--- src/rtl/fwc_pkg.sv ---
// ----------------------------------------------------------------------------
// fwc_pkg: shared types and constants of the window cache
// Payload structs, register indexes, status codes and widths.
// ----------------------------------------------------------------------------
package fwc_pkg;

  localparam int unsigned MaxWindows = 16;
  localparam int unsigned SlotW      = 4;
  localparam int unsigned CountW     = 5;
  localparam int unsigned AddrW      = 40;
  localparam int unsigned ChunkW     = 31;
  localparam int unsigned LenW       = 32;
  localparam int unsigned UsesW      = 32;
  localparam int unsigned CfgIdxW    = 2;
  localparam int unsigned CfgDataW   = 40;

  localparam logic [CfgIdxW-1:0] RegChunkSize  = 2'd0;
  localparam logic [CfgIdxW-1:0] RegMaxWindows = 2'd1;
  localparam logic [CfgIdxW-1:0] RegFileLength = 2'd2;

  localparam logic [1:0] StHit      = 2'd0;
  localparam logic [1:0] StMiss     = 2'd1;
  localparam logic [1:0] StMissEvict = 2'd2;
  localparam logic [1:0] StError    = 2'd3;

  typedef struct packed {
    logic [AddrW-1:0]  access_offset;
    logic [ChunkW-1:0] access_size;
  } req_t;

  typedef struct packed {
    logic [1:0]        status;
    logic [SlotW-1:0]  slot;
    logic [AddrW-1:0]  window_base;
    logic [LenW-1:0]   window_length;
    logic [ChunkW-1:0] offset_in_window;
    logic [AddrW-1:0]  victim_base;
    logic [LenW-1:0]   victim_length;
    logic [CountW-1:0] windows_in_use;
  } rsp_t;

endpackage

--- src/rtl/file_window_cache_lfu_unit.sv ---
// ----------------------------------------------------------------------------
// file_window_cache_lfu_unit: LFU replaced mapping window cache
// Finds a window covering an access, maps a new chunk aligned one on a miss.
// ----------------------------------------------------------------------------
// channel | dir | handshake            | payload
// req     | in  | req_valid/req_ready  | req_i (offset, size)
// rsp     | out | rsp_valid/rsp_ready  | rsp_o (status .. windows_in_use)
// cfg     | in  | cfg_valid/cfg_ready  | cfg_index_i, cfg_data_i
//
// An access passes an accept state and a check state, then scans the entries,
// reading and then comparing each one, and leaves the scan. A hit waits for
// the read and bumps the use count; a miss on a full table makes a second pass
// over the entries for the least used one and moves the last entry into its
// slot; a miss then runs a restoring division and one append. Each access ends
// with the result state; an error goes from the check straight to it. Entry
// tables sit in a one port synchronous memory; the scan alternates a read state
// and a compare state.
// Reset empties the table at once. A held result blocks the next access only
// once the next one is finished too.
// ----------------------------------------------------------------------------
module file_window_cache_lfu_unit (
  input  logic                         clk_i,
  input  logic                         rst_ni,
  input  logic                         req_valid,
  output logic                         req_ready,
  input  fwc_pkg::req_t                req_i,
  output logic                         rsp_valid,
  input  logic                         rsp_ready,
  output fwc_pkg::rsp_t                rsp_o,
  input  logic                         cfg_valid,
  output logic                         cfg_ready,
  input  logic [fwc_pkg::CfgIdxW-1:0]  cfg_index_i,
  input  logic [fwc_pkg::CfgDataW-1:0] cfg_data_i
);
  import fwc_pkg::*;

  typedef enum logic [3:0] {
    S_IDLE, S_CHECK, S_SCAN, S_SCAN_WAIT, S_MIN, S_MIN_WAIT, S_LAST_WAIT,
    S_MOVE, S_DIV, S_APPEND, S_BUMP_WAIT, S_BUMP, S_DONE
  } state_e;

  localparam int unsigned EntW = AddrW + LenW + UsesW;

  state_e state_q;

  logic [ChunkW-1:0] chunk_q;
  logic [CountW-1:0] maxw_q;
  logic [AddrW-1:0]  flen_q;
  logic [CountW-1:0] count_q;

  logic [EntW-1:0] mem [MaxWindows];
  logic [EntW-1:0] rdata_q;
  logic [SlotW-1:0] raddr;
  logic             rd_en;
  logic [SlotW-1:0] waddr;
  logic [EntW-1:0]  wdata;
  logic             wr_en;

  logic [AddrW-1:0]  off_q;
  logic [ChunkW-1:0] size_q;
  logic [CountW-1:0] idx_q;
  logic [SlotW-1:0]  rd_idx_q;
  logic [SlotW-1:0]  vic_q;
  logic [UsesW-1:0]  vic_uses_q;
  logic [AddrW-1:0]  vbase_q;
  logic [LenW-1:0]   vlen_q;
  logic              evict_q;
  logic [SlotW-1:0]  slot_q;
  logic [AddrW-1:0]  rem_q;
  logic [AddrW-1:0]  quo_q;
  logic [5:0]        dcnt_q;
  logic [AddrW-1:0]  base_q;
  logic [LenW-1:0]   new_len;
  logic              rsp_valid_q;
  rsp_t              res_q;
  rsp_t              rsp_q;

  // entry fields of the registered read
  logic [AddrW-1:0] r_base;
  logic [LenW-1:0]  r_len;
  logic [UsesW-1:0] r_uses;
  assign r_base = rdata_q[EntW-1 -: AddrW];
  assign r_len  = rdata_q[UsesW +: LenW];
  assign r_uses = rdata_q[UsesW-1:0];

  logic [AddrW:0] end_acc;
  logic [AddrW:0] end_win;
  logic           covers;
  assign end_acc = {1'b0, off_q} + {{(AddrW-ChunkW+1){1'b0}}, size_q};
  assign end_win = {1'b0, r_base} + {{(AddrW-LenW+1){1'b0}}, r_len};
  assign covers  = (off_q >= r_base) && (end_acc <= end_win);

  logic [CountW-1:0] limit;
  always_comb begin
    limit = maxw_q;
    if (maxw_q == '0) limit = CountW'(1);
    if (maxw_q > CountW'(MaxWindows)) limit = CountW'(MaxWindows);
  end

  logic bad;
  assign bad = (chunk_q == '0) || (size_q > chunk_q) || (end_acc > {1'b0, flen_q});

  // restoring division step
  logic [AddrW:0] rem_sh;
  logic           sub_ok;
  assign rem_sh = {rem_q, quo_q[AddrW-1]};
  assign sub_ok = rem_sh >= {{(AddrW-ChunkW+1){1'b0}}, chunk_q};

  logic [AddrW:0] span;
  assign span = {1'b0, off_q - base_q} + {{(AddrW-ChunkW+1){1'b0}}, size_q};

  logic [SlotW-1:0] last_slot;
  assign last_slot = SlotW'(count_q - CountW'(1));

  assign req_ready = (state_q == S_IDLE) && !cfg_valid;
  assign cfg_ready = (state_q == S_IDLE);
  assign rsp_valid = rsp_valid_q;
  assign rsp_o     = rsp_q;

  // memory read/write control
  always_comb begin
    rd_en = 1'b0;
    raddr = idx_q[SlotW-1:0];
    wr_en = 1'b0;
    waddr = slot_q;
    wdata = '0;
    case (state_q)
      S_SCAN, S_MIN: rd_en = 1'b1;
      S_MOVE: begin
        if (vic_q != last_slot) begin
          wr_en = 1'b1;
          waddr = vic_q;
          wdata = rdata_q;
        end
      end
      S_APPEND: begin
        wr_en = 1'b1;
        waddr = slot_q;
        wdata = {base_q, new_len, UsesW'(1)};
      end
      S_BUMP: begin
        if (r_uses != '1) begin
          wr_en = 1'b1;
          waddr = slot_q;
          wdata = {r_base, r_len, r_uses + UsesW'(1)};
        end
      end
      default: ;
    endcase
    if (state_q == S_MIN && idx_q == count_q) raddr = last_slot;
    if (state_q == S_DONE) raddr = slot_q;
  end

  always_ff @(posedge clk_i) begin
    if (wr_en) mem[waddr] <= wdata;
    if (rd_en || state_q == S_DONE) rdata_q <= mem[raddr];
  end

  always_ff @(posedge clk_i or negedge rst_ni) begin
    if (!rst_ni) begin
      state_q     <= S_IDLE;
      chunk_q     <= ChunkW'(65536);
      maxw_q      <= CountW'(16);
      flen_q      <= '0;
      count_q     <= '0;
      rsp_valid_q <= 1'b0;
    end else begin
      if (state_q == S_DONE && (!rsp_valid_q || rsp_ready)) rsp_valid_q <= 1'b1;
      else if (rsp_valid_q && rsp_ready) rsp_valid_q <= 1'b0;
      case (state_q)
        S_IDLE: begin
          if (cfg_valid) begin
            case (cfg_index_i)
              RegChunkSize:  chunk_q <= cfg_data_i[ChunkW-1:0];
              RegMaxWindows: maxw_q  <= cfg_data_i[CountW-1:0];
              RegFileLength: flen_q  <= cfg_data_i[AddrW-1:0];
              default: ;
            endcase
          end
          if (req_valid && req_ready) begin
            off_q   <= req_i.access_offset;
            size_q  <= req_i.access_size;
            state_q <= S_CHECK;
          end
        end
        S_CHECK: begin
          evict_q <= 1'b0;
          vbase_q <= '0;
          vlen_q  <= '0;
          idx_q   <= '0;
          if (bad) begin
            res_q <= '{status: StError, windows_in_use: count_q, default: '0};
            state_q <= S_DONE;
          end else begin
            state_q <= S_SCAN;
          end
        end
        S_SCAN: begin
          // issue read of entry idx, or leave on a full miss
          if (idx_q == count_q) begin
            idx_q <= '0;
            if (count_q >= limit && count_q != '0) begin
              evict_q <= 1'b1;
              state_q <= S_MIN;
            end else begin
              state_q <= S_DIV;
              rem_q   <= '0;
              quo_q   <= off_q;
              dcnt_q  <= '0;
            end
          end else begin
            rd_idx_q <= idx_q[SlotW-1:0];
            idx_q    <= idx_q + CountW'(1);
            state_q  <= S_SCAN_WAIT;
          end
        end
        S_SCAN_WAIT: begin
          if (covers) begin
            slot_q  <= rd_idx_q;
            state_q <= S_BUMP_WAIT;
          end else begin
            state_q <= S_SCAN;
          end
        end
        S_MIN: begin
          rd_idx_q <= idx_q[SlotW-1:0];
          if (idx_q == count_q) begin
            state_q <= S_LAST_WAIT;
          end else begin
            idx_q   <= idx_q + CountW'(1);
            state_q <= S_MIN_WAIT;
          end
        end
        S_MIN_WAIT: begin
          if (rd_idx_q == '0 || r_uses < vic_uses_q) begin
            vic_q      <= rd_idx_q;
            vic_uses_q <= r_uses;
            vbase_q    <= r_base;
            vlen_q     <= r_len;
          end
          state_q <= S_MIN;
        end
        S_LAST_WAIT: state_q <= S_MOVE;
        S_MOVE: begin
          // last entry fills the victim slot
          count_q <= count_q - CountW'(1);
          rem_q   <= '0;
          quo_q   <= off_q;
          dcnt_q  <= '0;
          state_q <= S_DIV;
        end
        S_DIV: begin
          if (dcnt_q == 6'(AddrW)) begin
            // quotient done; base = off - remainder
            base_q  <= off_q - rem_q;
            state_q <= S_APPEND;
          end else begin
            rem_q  <= sub_ok ? (rem_sh[AddrW-1:0] - AddrW'(chunk_q)) : rem_sh[AddrW-1:0];
            quo_q  <= {quo_q[AddrW-2:0], sub_ok};
            dcnt_q <= dcnt_q + 6'd1;
          end
          slot_q <= SlotW'(count_q);
        end
        S_APPEND: begin
          count_q <= count_q + CountW'(1);
          res_q.status <= evict_q ? StMissEvict : StMiss;
          res_q.slot <= slot_q;
          res_q.window_base <= base_q;
          res_q.window_length <= new_len;
          res_q.offset_in_window <= ChunkW'(off_q - base_q);
          res_q.victim_base <= vbase_q;
          res_q.victim_length <= vlen_q;
          res_q.windows_in_use <= count_q + CountW'(1);
          state_q <= S_DONE;
        end
        S_BUMP_WAIT: state_q <= S_BUMP;
        S_BUMP: begin
          res_q.status <= StHit;
          res_q.slot <= slot_q;
          res_q.window_base <= r_base;
          res_q.window_length <= r_len;
          res_q.offset_in_window <= ChunkW'(off_q - r_base);
          res_q.victim_base <= '0;
          res_q.victim_length <= '0;
          res_q.windows_in_use <= count_q;
          state_q <= S_DONE;
        end
        S_DONE: begin
          // hand the beat to the output register once it is free
          if (!rsp_valid_q || rsp_ready) begin
            rsp_q   <= res_q;
            state_q <= S_IDLE;
          end
        end
        default: state_q <= S_IDLE;
      endcase
    end
  end

  // window length follows the crossing test on the fresh base
  always_comb begin
    new_len = {1'b0, chunk_q};
    if (span > {{(AddrW-ChunkW+1){1'b0}}, chunk_q}) new_len = {chunk_q, 1'b0};
  end

  a_count_max: assert property (@(posedge clk_i) disable iff (!rst_ni)
    count_q <= CountW'(MaxWindows)) else $error("entry count above table size");
  a_one_read: assert property (@(posedge clk_i) disable iff (!rst_ni)
    !(wr_en && rd_en)) else $error("memory read and write in one cycle");
  a_evict_full: assert property (@(posedge clk_i) disable iff (!rst_ni)
    state_q == S_MOVE |-> count_q != '0) else $error("eviction from empty table");
  a_rsp_hold: assert property (@(posedge clk_i) disable iff (!rst_ni)
    rsp_valid_q && !rsp_ready |=> rsp_valid_q && $stable(rsp_q))
    else $error("result changed while stalled");

endmodule

--- config.mk ---
export PLATFORM = sky130hd
export DESIGN_NAME = file_window_cache_lfu_unit
export DESIGN_NICKNAME = d
export VERILOG_FILES = /design/src/rtl/fwc_pkg.sv /design/src/rtl/file_window_cache_lfu_unit.sv
export SDC_FILE = /design/constraint.sdc
export NUM_CORES = 2
export LEC_CHECK = 0
export ABC_CLOCK_PERIOD_IN_PS = 18000
export BUFFER_PORTS_ARGS = -buffer_cell sky130_fd_sc_hd__buf_2
export CORE_AREA = 10 10 486 488
export CTS_BUF_LIST = sky130_fd_sc_hd__clkbuf_4
export DETAILED_ROUTE_END_ITERATION = 10
export DIE_AREA = 0 0 496 498
export PLACE_DENSITY = 0.76
export SLEW_MARGIN = 20
export SYNTH_ARGS = -nofsm -noshare
export SYNTH_HDL_FRONTEND = slang
export SYNTH_SLANG_ARGS = --single-unit
--- constraint.sdc ---
create_clock -name clk_i -period 18 [get_ports clk_i]
set_input_delay 3.6 -clock clk_i [delete_from_list [all_inputs] [get_ports clk_i]]
set_output_delay 3.6 -clock clk_i [all_outputs]
set_load 0.05 [all_outputs]
# Yosys cells after proc, flatten, opt, wreduce, memory -nomap -nowiden
# Memory sizes are Yosys's and may differ from the RTL's. A register that Yosys moved wholly into a read port is not among the register bits.
# Cells that the tools add are included.
[classes]
addsub = 12
n_lt_le_gt_ge = 9
eq_ne = 30
muxes = 58
n_reduce_logical = 46
[ops]
columns = ["operator", "count"]
rows = [
  ["186-bit case mux with 3 select lines", 1],
  ["40-bit 2-to-1 mux", 8],
  ["104-bit case mux with 3 select lines", 1],
  ["40-bit case mux with 3 select lines", 2],
  ["104-bit 2-to-1 mux", 2],
  ["186-bit 2-to-1 mux", 1],
  ["40-bit by 31-bit adder with 41-bit output", 2],
  ["40-bit case mux with 2 select lines", 1],
  ["40-bit subtractor", 2],
  ["32-bit 2-to-1 mux", 2],
  ["32-bit case mux with 2 select lines", 1],
  ["4-bit 2-to-1 mux", 13],
  ["4-bit case mux with 12 select lines", 1],
  ["40-bit by 32-bit adder with 41-bit output", 1],
  ["41-bit by 31-bit greater-or-equal comparator with 1-bit output", 1],
  ["41-bit by 31-bit > comparator with 1-bit output", 1],
  ["41-bit by 40-bit > comparator with 1-bit output", 1],
  ["41-bit <= comparator", 1],
  ["40-bit greater-or-equal comparator", 1],
  ["40-bit by 31-bit subtractor with 40-bit output", 1],
  ["3-bit AND reduction", 13],
  ["32-bit by 1-bit adder with 32-bit output (second input constant)", 1],
  ["32-bit < comparator", 1],
  ["32-bit != test (second input constant)", 1],
  ["other kinds (41)", 95],
]
[totals]
reg_bits = 777
ram_bits = 1664
memories = 1
[memory_table]
columns = ["name", "words", "word_bits", "read_ports", "rd_clocked_by_memory_dff", "wr", "line_no", "rtl"]
rows = [
  ["mem", 16, 104, 1, 1, 1, "file_window_cache_lfu_unit.sv:51", "logic [EntW-1:0] mem [MaxWindows];"],
]

# Longest topological paths before layout
[logic_depth]
ltp_word = 8
mapped_depth = 36
depth_no_buf = 34

# Worst setup path before layout
# No wires, ideal clock.
[synth_path]
path_kind = "input to register"
from = "input rst_ni"
to = "register vbase_q[0] (enable)"
setup_ns = 0.887
arrival_ns = 15.036
required_ns = 17.113
path_slack_ns = 2.076
cell_stages = 2
n_path_buf = 0
cell_sequence = "clkinv_1 > a2111oi_0"
[synth_between]
elab_chain_cells = 1
[synth_rtl]
columns = ["element", "line_no", "rtl"]
rows = [
  ["from (decl)", "file_window_cache_lfu_unit.sv:23", "input logic rst_ni,"],
  ["3-bit AND reduction (no source line)", "n/a", ""],
  ["to (signal assigned)", "file_window_cache_lfu_unit.sv:238", "vbase_q <= r_base;"],
  ["to (decl)", "file_window_cache_lfu_unit.sv:65", "logic [AddrW-1:0] vbase_q;"],
]
# No other way between the ends.
# A chain may end at the register's enable or synchronous reset.

# Final worst setup path
[layout_path]
from = "register off_q[0]"
to = "memory mem[6][61] in the netlist's numbering (data pin)"
[layout_between]
elab_chain_cells = 5
[layout_rtl]
columns = ["element", "line_no", "rtl"]
rows = [
  ["from (decl)", "file_window_cache_lfu_unit.sv:59", "logic [AddrW-1:0] off_q;"],
  ["from (signal assigned)", "file_window_cache_lfu_unit.sv:181", "off_q <= req_i.access_offset;"],
  ["40-bit subtractor", "n/a", ""],
  ["40-bit by 31-bit adder with 41-bit output", "file_window_cache_lfu_unit.sv:110", "assign span = {1'b0, off_q - base_q} + {{(AddrW-ChunkW+1){1'b0}}, size_q};"],
  ["41-bit by 31-bit > comparator with 1-bit output", "file_window_cache_lfu_unit.sv:303", "if (span > {{(AddrW-ChunkW+1){1'b0}}, chunk_q}) new_len = {chunk_q, 1'b0};"],
  ["32-bit 2-to-1 mux", "file_window_cache_lfu_unit.sv:303", ""],
  ["104-bit case mux with 3 select lines", "file_window_cache_lfu_unit.sv:127", "case (state_q)"],
  ["named net wdata[61]", "file_window_cache_lfu_unit.sv:56", "logic [EntW-1:0] wdata;"],
  ["to (decl)", "file_window_cache_lfu_unit.sv:51", ""],
]
# The timed path passes the listed nets, and every way through them passes these cells.

==> run_results.csv <==
group,metric,value,unit
run_status,status,"complete, no violations",
synth,ys_ff_latch,2545,
finish,nets,8699,
route,drc_errors,0,
die,core,226000,sq um
cts,cts_buffer_depth,4,
sta,rsz0062_at_grt,"no",
power,p_sw,0.00688,W
min_path,hold_path.class,"flop to flop",
power,combPwrFrac,0.331,
finish,multi_input_area,34900,sq um
cts,clk_latency,1.47,ns
sta,slew_violations,0,
route,wl_met2,155000,um
synth,synth_top_area_cell,"edfxtp_1",
synth,synth_area_per_cell,15.4,sq um
cts,cts_repair_resize_count,0,
setup_path,crit_fanout,34,
die,io-pin-count,307,
synth,synthCells,7330,
synth,yosysTopAreaCellShare,0.655,
route,drtIter0Drc,8684,
grt,antenna_found_initial,20,
grt,overflow,0,
die,start_util,0.498,
setup_path,start_kind,"flop",
die,die_x,496,um
place,port_buffers,306,
route,vias,71492,
synth,ys_top_cells_by_count,"edfxtp_1 (2459), nand2_1 (760), ha_1 (429)",
sta,fin_crit_sh,0.495,
place,dpl_cell_area,119000,sq um
sta,max-slew-margin-rel,0.188,
setup_path,cp_slowest_stage_delay,0.75,ns
cts,root_buffer,"clkbuf_4",
finish,n_fill_cell,17426,
synth,ys_seq_area_frac,0.674,
synth,synth_edf_count,2459,
route,dr.pass1.iters,7,
run,maxCapViolations,0,
route,wl_met3,37000,um
synth,async_flop_share,0.0338,
cts,clk_pin_slew,0.07,ns
cts,cts_setup_buffers,0,
place,place_ws,9.36,ns
synth,yosysWarnings,0,
die,fp-row-count,175,
synth,syn_nets,7884,
power,p_sw_frac,0.359,
grt,first_global_vias,71966,
finish,regArea,76000,sq um
route,wl_per_cell,28.7,um
route,top_layer_used,"met5",
synth,synth.most_common_cell,"edfxtp_1",
setup_path,critPathArrivalTime,9.94,ns
route,wl_met1,121000,um
cts,cts_tree,"built",
synth,synth_top_flop_cell,"edfxtp_1",
finish,fin_area,127000,sq um
sta,final_hold_viol_count,0,
route,antenna_left,0,
sta,skew,0.165,ns
power,clockPowerShare,0.255,
die,die_h,498,um
place,place_hpwl,216000,um
cts,numCtsBuffers,636,
finish,drive_gt1_frac,0.231,
route,drt-total-wl,333000,um
synth,netlist_area,113000,sq um
synth,synth_cell_types,90,
power,internal_power,0.0123,W
sta,worstMarginPinSlew,1.21,ns
die,dieArea,247000,sq um
synth,synth_area_leaders,"edfxtp_1 (65%), mux4_2 (8.3%), ha_1 (4.8%)",
cts,ctsHoldBuffers,0,
sta,whs,0.376,ns
power,seq_power_share,0.415,
place,gp_congestion,1.04,
power,ir_drop,0.200,mV
setup_path,crit_type,"flop to flop",
setup_path,crit_required,19.03,ns
sta,finalSetupTns,0,ns
power,power_density,151,nW/um^2
cts,cts_max_level,6,
power,cellLeakagePower,45.4,nW
grt,grt.total_usage,0.263,
cts,cts_num_sinks,2545,
sta,fin_ws,9.09,ns
setup_path,cp-end-kind,"flop",
grt,grt_max_degree,150,
sta,setup_viol,0,
sta,max_freq,0.112,GHz
route,routed_via_density,6.15,
sta,fin_crit,8.91,ns
power,p_total,0.0192,W
setup_path,critPathSlowestCell,"or4b_2",
finish,area_growth,12.3,%
grt,grt_pass1_wl,479000,um
## path summary, 6_finish.rpt
path	to	depth (start not counted)	slack (ns)	startpoint
setup / recovery	mem[6][61]	33	9.09	off_q[0]
hold / removal	rsp_o[57]	0	0.38	res_q[57]
setup reg to reg	mem[6][61]	33	9.09	off_q[0]
hold reg to reg	rsp_o[57]	0	0.38	res_q[57]
max in group asynchronous	flen_q[2]	2	14.36	rst_ni
min in group asynchronous	flen_q[27]	1	2.17	rst_ni
## state kept, by name (all words and copies together), names as in the netlist, 104 cells and up
register,flops
rdata_q,104
rsp_o,186
res_q,186
mem,1664
## metrics by stage
| stage | std cells | utilization |
|---|---|---|
| floorplan | 7330 | - |
| global placement | 10514 | 0.524 |
| detailed placement | 10514 | 0.524 |
| CTS | 11610 | 0.559 |
| global route | 11617 | 0.559 |
| finish | 11631 | 0.560 |
## logic make-up after synthesis
| kind of cell | share of synthesized area |
|---|---|
| adder cells (fa/ha/maj) | 0.0488 |
| AO/OA/AOI/OAI | 0.0725 |
| AND/OR/NAND/NOR | 0.0730 |
| XOR/XNOR | 0.0195 |
| buffers and inverters | 0.0203 |
| multiplexers | 0.0921 |
| flip-flops | 0.674 |
## critical path, delay by kind of cell, from the launching register on
kind                     cells  cell delay (ns)
AO/OA/AOI/OAI               15             3.05
AND/OR/NAND/NOR              8             2.35
adder cells (fa/ha/maj)      4             1.27
buffers and inverters        3             0.61
multiplexers                 1             0.45
flip-flops                   1             0.40
XOR/XNOR                     2             0.31
## final cells by class
type / count / share of cell area
sequential: 2545 / 0.600
multi-input combinational: 4188 / 0.275
clock buffer: 911 / 0.0540
tap: 3009 / 0.0297
timing repair buffer: 465 / 0.0225
clock inverter: 185 / 0.00918
inverter: 309 / 0.00916
antenna: 19 / 0.000375
## routing by layer
| layer | track usage | up-vias |
|---|---|---|
| li1 | - | 30411 |
| met1 | 0.335 | 35677 |
| met2 | 0.412 | 4525 |
| met3 | 0.0633 | 873 |
| met4 | 0.155 | 6 |
| met5 | 0 | - |
## power by group through the flow
stage	combinational, W	sequential, W	clock (W)
2_1_floorplan	0.00425	0.00782	0
3_3_place_gp	0.00607	0.00801	0
3_5_place_dp	0.00620	0.00803	0
4_1_cts	0.00624	0.00791	0.00496
5_1_grt	0.00681	0.00795	0.00525
6_report	0.00633	0.00795	0.00488
## cell usage in the layout, fill, tap and decap left out, drive strengths merged, types with 16 or more instances in the layout
cell type,instances
diode,19
dfrtp,84
and3,36
o31ai,22
bufinv,16
xnor2,150
inv,318
ha,429
o21ai,295
nor4,17
o21bai,40
nor2b,60
edfxtp,2459
mux2,76
clkbuf,911
mux4,416
a31oi,130
a211oi,131
or3,23
nor2,248
xor2,101
a21oi,246
nor3,96
o21a,47
nand2b,61
nand3,73
o211ai,20
nand2,760
o22ai,46
a21o,161
nand4,78
and2,225
clkinv,157
buf,465
No activity file was read; power rests on OpenSTA's default activity.
